==> src/rtl/bis_pkg.sv <==
// shared types and constants for the bounded id set
// sizes, operation codes, sequencer states and the storage request bundle
package bis_pkg;

  localparam int CAPACITY = 16;
  localparam int ID_WIDTH = 32;

  localparam int IDX_W = (CAPACITY > 1) ? $clog2(CAPACITY) : 1;
  localparam int CNT_W = $clog2(CAPACITY + 1);

  typedef logic [ID_WIDTH-1:0] id_t;
  typedef logic [IDX_W-1:0]    idx_t;
  typedef logic [CNT_W-1:0]    cnt_t;

  typedef enum logic [1:0] {
    OP_ADD    = 2'd0,
    OP_REMOVE = 2'd1,
    OP_QUERY  = 2'd2,
    OP_GET    = 2'd3
  } op_e;

  typedef enum logic [2:0] {
    ST_IDLE,
    ST_SCAN,
    ST_CMP,
    ST_SHIFT,
    ST_MOVE,
    ST_GET,
    ST_FINISH
  } state_e;

  typedef struct packed {
    logic we;
    idx_t waddr;
    id_t  wdata;
    logic re;
    idx_t raddr;
  } mem_req_t;

endpackage

==> src/rtl/bis_store.sv <==
// entry storage: one write port and one registered read port
// depends on bis_pkg for sizes and the request bundle
module bis_store (
  input  logic              clk_i,
  input  bis_pkg::mem_req_t req_i,
  output bis_pkg::id_t      rd_data_o
);
  import bis_pkg::*;

  id_t mem_q [CAPACITY];
  id_t rd_q;

  always_ff @(posedge clk_i) begin
    if (req_i.we) begin
      mem_q[req_i.waddr] <= req_i.wdata;
    end
  end

  // read data holds until the next read
  always_ff @(posedge clk_i) begin
    if (req_i.re) begin
      rd_q <= mem_q[req_i.raddr];
    end
  end

  assign rd_data_o = rd_q;

endmodule

==> src/rtl/bounded_id_set_top.sv <==
// bounded id set: duplicate-free dense list of nonzero ids with fixed capacity
// steps from the accepting edge: get past the count, a zero id on add, remove or query,
//   or remove on empty go straight to the result; get reads the entry; add, remove and
//   query read and compare each held entry in turn, and a remove that hits moves each later
//   entry down; one request at a time, ready again the cycle after the result loads
// reset: async active low, clears count, sequencer and result valid; entries are not cleared
module bounded_id_set_top (
  input  logic        clk_i,
  input  logic        rst_ni,
  input  logic        in_valid_i,
  output logic        in_ready_o,
  input  logic [1:0]  operation_i,
  input  logic [31:0] ident_i,
  input  logic [3:0]  position_i,
  output logic        out_valid_o,
  input  logic        out_ready_i,
  output logic        status_o,
  output logic        found_o,
  output logic [31:0] entry_value_o,
  output logic        entry_valid_o,
  output logic [4:0]  member_count_o
);
  import bis_pkg::*;

  // sequencer and working registers
  state_e state_q, state_d;
  op_e    op_q, op_d;
  id_t    id_q, id_d;
  logic [3:0] pos_q, pos_d;
  cnt_t   idx_q, idx_d;
  cnt_t   count_q, count_d;
  logic   status_q, status_d;
  logic   found_q, found_d;

  // output beat register
  logic        out_valid_q, out_valid_d;
  logic        res_status_q, res_found_q, res_valid_q;
  logic [31:0] res_value_q;
  logic [4:0]  res_count_q;

  mem_req_t mem_req;
  id_t      rd_data;

  bis_store u_store (
    .clk_i     (clk_i),
    .req_i     (mem_req),
    .rd_data_o (rd_data)
  );

  // shared decode of the incoming beat and the scan position
  logic accept;
  op_e  op_in;
  id_t  id_in;
  logic scan_end;    // scan ran past the last held entry
  logic match;       // entry read last cycle equals the id
  logic shift_more;  // a later entry still has to move down
  logic full;
  logic pos_hit;     // get position lies below the count
  logic out_load;

  assign accept     = in_valid_i && in_ready_o;
  assign op_in      = op_e'(operation_i);
  assign id_in      = id_t'(ident_i);
  assign scan_end   = (idx_q >= count_q);
  assign match      = (rd_data == id_q);
  assign shift_more = (cnt_t'(idx_q + 1'b1) < count_q);
  assign full       = (count_q >= cnt_t'(CAPACITY));
  assign pos_hit    = (32'(pos_q) < 32'(count_q));
  assign out_load   = (state_q == ST_FINISH) && (!out_valid_q || out_ready_i);

  assign in_ready_o = (state_q == ST_IDLE);

  // next state
  always_comb begin
    state_d = state_q;
    case (state_q)
      ST_IDLE: begin
        if (accept) begin
          if (op_in == OP_GET) begin
            state_d = (32'(position_i) < 32'(count_q)) ? ST_GET : ST_FINISH;
          end else if (id_in == '0) begin
            state_d = ST_FINISH;
          end else if (op_in == OP_REMOVE && count_q == '0) begin
            state_d = ST_FINISH;
          end else begin
            state_d = ST_SCAN;
          end
        end
      end
      ST_SCAN: begin
        state_d = scan_end ? ST_FINISH : ST_CMP;
      end
      ST_CMP: begin
        if (match) begin
          state_d = (op_q == OP_REMOVE) ? ST_SHIFT : ST_FINISH;
        end else begin
          state_d = ST_SCAN;
        end
      end
      ST_SHIFT: begin
        state_d = shift_more ? ST_MOVE : ST_FINISH;
      end
      ST_MOVE: begin
        state_d = ST_SHIFT;
      end
      ST_GET: begin
        state_d = ST_FINISH;
      end
      ST_FINISH: begin
        if (out_load) begin
          state_d = ST_IDLE;
        end
      end
      default: begin
        state_d = ST_IDLE;
      end
    endcase
  end

  // datapath and storage requests
  always_comb begin
    op_d          = op_q;
    id_d          = id_q;
    pos_d         = pos_q;
    idx_d         = idx_q;
    count_d       = count_q;
    status_d      = status_q;
    found_d       = found_q;
    mem_req.we    = 1'b0;
    mem_req.waddr = idx_q[IDX_W-1:0];
    mem_req.wdata = rd_data;
    mem_req.re    = 1'b0;
    mem_req.raddr = idx_q[IDX_W-1:0];
    case (state_q)
      ST_IDLE: begin
        if (accept) begin
          op_d     = op_in;
          id_d     = id_in;
          pos_d    = position_i;
          idx_d    = '0;
          found_d  = 1'b0;
          // zero id fails add and remove; remove on an empty list fails too
          status_d = ((op_in == OP_ADD || op_in == OP_REMOVE) && id_in == '0) ||
                     (op_in == OP_REMOVE && count_q == '0);
        end
      end
      ST_SCAN: begin
        if (scan_end) begin
          // id absent: only add changes anything
          if (op_q == OP_ADD) begin
            if (full) begin
              status_d = 1'b1;
            end else begin
              mem_req.we    = 1'b1;
              mem_req.waddr = count_q[IDX_W-1:0];
              mem_req.wdata = id_q;
              count_d       = cnt_t'(count_q + 1'b1);
            end
          end
        end else begin
          mem_req.re = 1'b1;
        end
      end
      ST_CMP: begin
        if (match) begin
          found_d = (op_q == OP_QUERY);
        end else begin
          idx_d = cnt_t'(idx_q + 1'b1);
        end
      end
      ST_SHIFT: begin
        if (shift_more) begin
          mem_req.re    = 1'b1;
          mem_req.raddr = idx_t'(idx_q + 1'b1);
        end else begin
          count_d = cnt_t'(count_q - 1'b1);
        end
      end
      ST_MOVE: begin
        // move the later entry down one slot
        mem_req.we = 1'b1;
        idx_d      = cnt_t'(idx_q + 1'b1);
      end
      ST_GET: begin
        mem_req.re    = 1'b1;
        mem_req.raddr = idx_t'(pos_q);
      end
      ST_FINISH: begin
      end
      default: begin
      end
    endcase
  end

  // result beat: loads once the previous beat has gone
  always_comb begin
    out_valid_d = out_valid_q;
    if (out_load) begin
      out_valid_d = 1'b1;
    end else if (out_ready_i) begin
      out_valid_d = 1'b0;
    end
  end

  always_ff @(posedge clk_i or negedge rst_ni) begin
    if (!rst_ni) begin
      state_q     <= ST_IDLE;
      count_q     <= '0;
      out_valid_q <= 1'b0;
    end else begin
      state_q     <= state_d;
      count_q     <= count_d;
      out_valid_q <= out_valid_d;
    end
  end

  always_ff @(posedge clk_i) begin
    op_q     <= op_d;
    id_q     <= id_d;
    pos_q    <= pos_d;
    idx_q    <= idx_d;
    status_q <= status_d;
    found_q  <= found_d;
    if (out_load) begin
      res_status_q <= status_q;
      res_found_q  <= found_q;
      res_valid_q  <= (op_q == OP_GET) && pos_hit;
      res_value_q  <= ((op_q == OP_GET) && pos_hit) ? 32'(rd_data) : 32'd0;
      res_count_q  <= 5'(count_q);
    end
  end

  assign out_valid_o    = out_valid_q;
  assign status_o       = res_status_q;
  assign found_o        = res_found_q;
  assign entry_value_o  = res_value_q;
  assign entry_valid_o  = res_valid_q;
  assign member_count_o = res_count_q;

  // count never passes the capacity
  a_count_bound: assert property (@(posedge clk_i) disable iff (!rst_ni)
    count_q <= cnt_t'(CAPACITY))
    else $error("count above capacity");

  // writes land below the count, or at the count when appending
  a_write_in_range: assert property (@(posedge clk_i) disable iff (!rst_ni)
    mem_req.we |-> (cnt_t'(mem_req.waddr) <= count_q))
    else $error("write outside the held entries");

  // an accepted request keeps the block busy on the next cycle
  a_busy_after_accept: assert property (@(posedge clk_i) disable iff (!rst_ni)
    accept |=> !in_ready_o)
    else $error("ready right after accept");

  // a found member never comes with an error or an entry
  a_found_ok: assert property (@(posedge clk_i) disable iff (!rst_ni)
    out_valid_o && found_o |-> !status_o && !entry_valid_o)
    else $error("found with error or entry");

  // count only changes while a request is being worked on
  a_count_idle: assert property (@(posedge clk_i) disable iff (!rst_ni)
    (state_q == ST_IDLE || state_q == ST_FINISH) |=> $stable(count_q))
    else $error("count changed outside a request");

endmodule
==> config.mk <==
export PLATFORM = sky130hd
export DESIGN_NAME = bounded_id_set_top
export DESIGN_NICKNAME = d
export VERILOG_FILES = /design/src/rtl/bis_pkg.sv /design/src/rtl/bis_store.sv /design/src/rtl/bounded_id_set_top.sv
export SDC_FILE = /design/constraint.sdc
export NUM_CORES = 1
export LEC_CHECK = 0
export BUFFER_PORTS_ARGS = -buffer_cell sky130_fd_sc_hd__buf_2
export CAP_MARGIN = 5
export CORE_MARGIN = 1
export CORE_UTILIZATION = 49
export CTS_CLUSTER_DIAMETER = 60
export DETAILED_ROUTE_END_ITERATION = 8
export PLACE_DENSITY_LB_ADDON = 0.25
export SETUP_SLACK_MARGIN = 0.15
export SYNTH_ARGS = -nofsm -noshare
export SYNTH_HDL_FRONTEND = slang
export SYNTH_SLANG_ARGS = --single-unit
==> constraint.sdc <==
create_clock -name clk_i -period 13.02 [get_ports clk_i]
set_input_delay 1.953 -clock clk_i [delete_from_list [all_inputs] [get_ports clk_i]]
set_output_delay 1.953 -clock clk_i [all_outputs]
set_load 0.02 [all_outputs]
-- After elaboration in Yosys (flattened, before gate mapping)
Memories as Yosys holds them, arrays and structs flattened. A register that Yosys moved wholly into a read port is not among the register bits.
Index checks and enable logic that the tools add are counted.
Widths: inputs -> output; s select.
- flip-flop bits (word level): 94
- RAM bits: 512
- bits of input ports: 42
- output and inout bits: 42
- logic and storage cells: 109
- memories kept: 1
- memory list (memory ; depth ; width ; rd ports ; clocked after memory_dff ; write ports ; line ; text):
    u_store.mem_q ; 16 ; 32 ; 1 ; 1 ; 1 ; bis_store.sv:10 ; id_t mem_q [CAPACITY];
- add/subtract/negate cells: 3
- order comparisons: 5
- equality and inequality tests: 21
- muxes and demuxes: 40
- reduce and logical (&&, ||, !) cells: 25
- operators with widths (kind ; count):
    $mux 37 ; 3
    $mux 36 ; 1
    $mux 5 ; 7
    $eq 32x32->1 ; 1
    $logic_not 32->1 ; 1
    $mux 3 ; 8
    $pmux 3 s7 ; 1
    $ne 2x2->1 const B ; 8
    $pmux 5 s3 ; 1
    $mux 1 ; 11
    $add 5x1->5 const B ; 2
    $lt 4x5->1 ; 2
    $pmux 5 s2 ; 1
    $reduce_and 5->1 ; 2
    $eq 3x3->1 const B ; 3
    $pmux 4 s2 ; 1
    $reduce_bool 2->1 ; 4
    $eq 2x2->1 const B ; 3
    $eq 3x2->1 const B ; 2
    $pmux 1 s2 ; 3
    $reduce_and 3->1 ; 2
    $ge 5x5->1 ; 1
    $ge 5x5->1 const B ; 1
    $logic_and 1x1->1 ; 5
    other kinds (14) ; 20

-- Depth between registers and ports, before layout
- depth in word-level cells: 7
- mapped depth: 16

-- Hierarchy
Synthesis repeated with hierarchy kept, for this count alone.
- cells, all modules: 1257
- area total of the unflattened synthesis: 25329.3 µm²
- modules (own cells, without submodules) (module ; instances ; cells each ; area each (µm²) ; sequential area each (µm²)):
    bis_store ; 1 ; 838 ; 20155.6 ; 16335.7
    bounded_id_set_top ; 1 ; 419 ; 5173.7 ; 2777.7

-- Worst setup path before layout
Ideal clock, no wire load.
- path kind: in2reg
- start: in out_ready_i
- end: reg res_valid_q (netlist: entry_valid_o) (enable)
- arrival time: 3.894 ns
- path slack: 8.684 ns
- cell stages on the path: 2
- buffers on the path: 0
- path through: nand2b_1 > nor2b_1
- word-level cells in the longest chain between the ends: 2
- ends and longest elaborated chain (what ; line ; text):
    from (decl) ; bounded_id_set_top.sv:16 ; input logic out_ready_i,
    $logic_or 1x1->1 ; bounded_id_set_top.sv:69 ; assign out_load = (state_q == ST_FINISH) && (!out_valid_q || out_ready_i);
    $logic_and 1x1->1 ; bounded_id_set_top.sv:69 ;
    named net out_load ; bounded_id_set_top.sv:59 ; logic out_load;
    to (signal assigned) ; bounded_id_set_top.sv:227 ; res_valid_q <= (op_q == OP_GET) && pos_hit;
    to (decl) ; bounded_id_set_top.sv:37 ; logic res_status_q, res_found_q, res_valid_q;
The timed path passes the listed nets, and every way through them passes these cells.
A chain may end at the register's enable or synchronous reset.

-- Final worst setup path
- start: reg idx_q[2]
- end: reg u_store.rd_q[22] (netlist: u_store.rd_data_o[22]) (read register of u_store.mem_q), data pin
- word-level cells in the longest chain between the ends: 4
- elaborated cells on any way between the ends: 7
- ends and longest elaborated chain (what ; line ; text):
    from (decl) ; bounded_id_set_top.sv:30 ; cnt_t idx_q, idx_d;
    from (signal assigned) ; bounded_id_set_top.sv:221 ; idx_q <= idx_d;
    $add 5x1->5 ; bounded_id_set_top.sv:66 ; assign shift_more = (cnt_t'(idx_q + 1'b1) < count_q);
    $lt 5x5->1 ; bounded_id_set_top.sv:66 ;
    $mux 5 ; bounded_id_set_top.sv:172 ; if (shift_more) begin
    $pmux 1 s3 or $pmux 4 s2 (tied branches) ; bounded_id_set_top.sv:134 ; case (state_q)
    to (decl) ; bis_store.sv:11 ; id_t rd_q;
Several ways; a longest one is shown, not always the timed one.

==> metrics.md <==
| Metric | Value |
|---|---|
| Status | finished, final reports clean |
| Critical path's slowest cell | buf_4 |
| Max-cap violations | 0 |
| Yosys cell types | 48 |
| First-pass DRT Iterations | 7 |
| CP required | around 13,000 ps |
| Cell Chain, Critical Path | nand3_1 -> xor2_1 -> inv_1 -> ha_1 -> a21oi_1 -> nor2b_1 -> nor3_1 -> nand2_1 -> o22ai_4 -> buf_4 -> buf_4 -> a22oi_1 -> a21oi_1 -> or4_1 |
| Vias in the first global route | around 14k |
| Clock sinks | roughly 640 |
| Final critical-path required period | 5100 ps |
| DR iter-0 viols | 1,599 |
| Clk_skew | between 20 and 25 ps |
| CTS H-tree lvls | 3 |
| Post-synthesis sequential area ratio | 0.777 |
| Type of destination of the critical path | flip-flop |
| Final hold vios | 0 |
| Worst setup SP type | flip-flop |
| EDFF count, synth | ~630 |
| Routability cong. | around 0.90 |
| Clock Latency Late Sink | around 600 ps |
| Worst-path fanout max | 80 |
| Initial Utilization | 0.499 |
| First-pass GRT wire length | 92,200 um |
| Commonest cells in the netlist | 629 x edfxtp_1, 257 x a22oi_1, 142 x a21oi_1 |
| Syn_nets | between 1.5k and 2k |
| Clk slew on worst S/H paths | roughly 60 ps |
| Post_cts resized | 0 |
| Residual DRC | 0 |
| Post-CTS Setup Bufs | 0 |
| Site Rows | 81 |
| Post-DP HPWL | 32,000 um |
| Cell area after synthesis | 24,600 sq um |
| Input/output buffers | 83 |
| I/O pins | 84 |
| Syn Area/Cell | approximately 17 sq um |
| Final net count | about 1.6k |
| TritonCTS buffer count | 66 |
| Leading area contributor after synthesis | edfxtp_1 |
| CTS Root Cell | clkbuf_16 |
| Tot GR Track Use | 0.254 |
| Cells after synthesis | between 1k and 1.5k |
| Final wirelength | 63,300 um |
| Post-synthesis async set-or-reset flop share | 0.0141 |
| Slew of the pin with the lowest slew margin | between 1000 and 1500 ps |
| Worst r2r dst | u_store.rd_data_o[22]$_DFFE_PP_ |
| Via-to-Cell Ratio | about 6.2 |
| Yosys reg bits | between 600 and 700 |
| LEAKAGE | 9.01 nW |
| CTS tree | done |
| FMAX | a little under 200 MHz |
| DRT antenna net count | 0 |
| WHS Endpoint | found_o$_DFFE_PP_ |
| WL per Instance | 27.8 um |
| Crit-path max cell delay | just over 800 ps |
| Final core utilization | 0.568 |
| Antenna violations before repair | 4 |
| Post-synth top area share | 0.768 |
| RSZ-0062 raised after global routing | false |
| DR vias | about 14k |
| GRT overflow | 0 |
| Fill count | 3,831 |
| Share of post-route cells with drive strength above 1 | 0.165 |
| Area contributors post-synth | edfxtp_1 77%, a22oi_1 7.8%, a21oi_1 2.9%, mux2_2 1.5%, xnor2_1 1.3% |
| Hold crit path type | reg -> reg |
| Hold Crit Depth | 0 |
| Die width | approximately 230 um |
| Min-delay src | found_q$_SDFFCE_PN0P_ |
| Final setup vio count | 0 |
| Pwr dens | 270 nW/um^2 |
| CTS max path bufs | 3 |
| FF+latch area | 19,100 sq um |
| Core area | slightly below 50,000 sq um |
| Reg2reg start | idx_q[2]$_SDFFCE_PN0P_ |
| Max VDD drop | 0.000218 V |
| Die ar. | approximately 50,000 sq um |
| Top-count cell post-synth | edfxtp_1 |
| Area delta synth->final | 13.8% |
| Die Height | 226 um |
| Slew margin rel. | 0.182 |
| Main synth FF type | edfxtp_1 |
| Fin. max-slew vios | 0 |
| Total negative slack | 0 ps |
| Period utilization | 0.392 |
| Ys Warns | 0 |
| Reg2reg path depth | 14 |
| Post-CTS Hold Buffers | 0 |
| Largest net degree at the start of global routing | 91 |
| Worst path arrival time | about 5600 ps |
| Setup Crit Path Kind | reg -> reg |
| Multi-input gate area | between 5000 and 6000 sq um |
| R2r setup slk | 7920 ps |
## worst max-delay path by stage
stage / start / endpoint / slack (ps) / depth (start not counted)
3_5_place_dp: idx_q[2]$_SDFFCE_PN0P_ / u_store.rd_data_o[28]$_DFFE_PP_ / 8070 / 13
5_1_grt: idx_q[2]$_SDFFCE_PN0P_ / u_store.rd_data_o[22]$_DFFE_PP_ / 7540 / 14
3_3_place_gp: idx_q[2]$_SDFFCE_PN0P_ / u_store.rd_data_o[28]$_DFFE_PP_ / 8130 / 14
4_1_cts: idx_q[2]$_SDFFCE_PN0P_ / u_store.rd_data_o[30]$_DFFE_PP_ / 8050 / 14
6_report: idx_q[2]$_SDFFCE_PN0P_ / u_store.rd_data_o[22]$_DFFE_PP_ / 7920 / 14
2_1_floorplan: out_ready_i / entry_valid_o$_DFFE_PP_ / 8680 / 2
## critical path, delay by kind of cell, from the launching register on
| family | cells | cell delay, ps |
|---|---|---|
| buf+inv | 3 | 1600 |
| simple gates | 5 | 1240 |
| compound gates | 4 | 790 |
| flops | 1 | 650 |
| fa+ha+maj | 1 | 310 |
| xor+xnor | 1 | 270 |
## layer usage
metal	share of wire	GRT usage	vias to the layer above
li1	-	-	6137
met1	0.40	0.356	7210
met2	0.48	0.406	749
met3	0.086	0.0412	122
met4	0.026	0.0803	0
met5	0	0	-
## kinds of logic (layout without fill, tap and decap cells)
group / Yosys count / in the layout / share of synthesized area
flip-flops: 638 / 638 / 0.777
AO/OA/AOI/OAI: 453 / 453 / 0.123
AND/OR/NAND/NOR: 179 / 179 / 0.0412
buffers and inverters: 98 / 247 / 0.0178
XOR/XNOR: 40 / 40 / 0.0143
multiplexers: 33 / 33 / 0.0156
adder cells (fa/ha/maj): 21 / 21 / 0.0110
other: 0 / 1 / 0
## layout by cell type (no fill, tap or decap), types with 11 or more instances in the layout
cell       count
a21oi_1      142
a22oi_1      257
and2_1        34
buf_2         83
buf_4         32
clkbuf_1      11
clkbuf_16     71
clkinv_1      16
edfxtp_1     629
ha_1          20
inv_1         14
mux2_2        32
nand2_1       20
nand4_1       11
nor2_1        21
nor2_4        16
nor4_1        14
o21ai_0       11
or4_1         32
xnor2_1       36
## sequential cells by signal, summed over array words and instances, names as in the netlist
name / cells
op_q: 2
u_store.mem_q: 512
found_o: 1
id_q: 32
entry_valid_o: 1
count_q: 5
state_q: 3
member_count_o: 5
status_q: 1
found_q: 1
entry_value_o: 32
out_valid_o: 1
u_store.rd_data_o: 32
pos_q: 4
status_o: 1
idx_q: 5
## final cells by class
cell class                      count  share of cell area
Antenna cell                        1           0.0000895
Clock buffer                       82              0.0650
Clock inverter                     35             0.00859
Inverter                           15             0.00201
Multi-Input combinational cell    726               0.188
Sequential cell                   638               0.683
Tap cell                          664              0.0297
Timing Repair Buffer              115              0.0234
## through the flow
stage	setup slack, ps	instances	area, sq um	total power [mW]	hold WS, ps
floorplan	8680	1462	24600	4.83	400
CTS	8050	2275	28000	7.57	428
global placement	8130	2158	25900	5.70	414
global route	7540	2275	28000	7.91	439
finish	7920	2276	28000	7.55	427
detailed placement	8070	2158	25900	5.77	411
## power by group
part	switching, mW	internal (mW)
clock network	0.769	1.03
registers	0.158	2.82
logic	1.92	0.854
total	2.84	4.71
No activity file was read; power rests on OpenSTA's default activity.
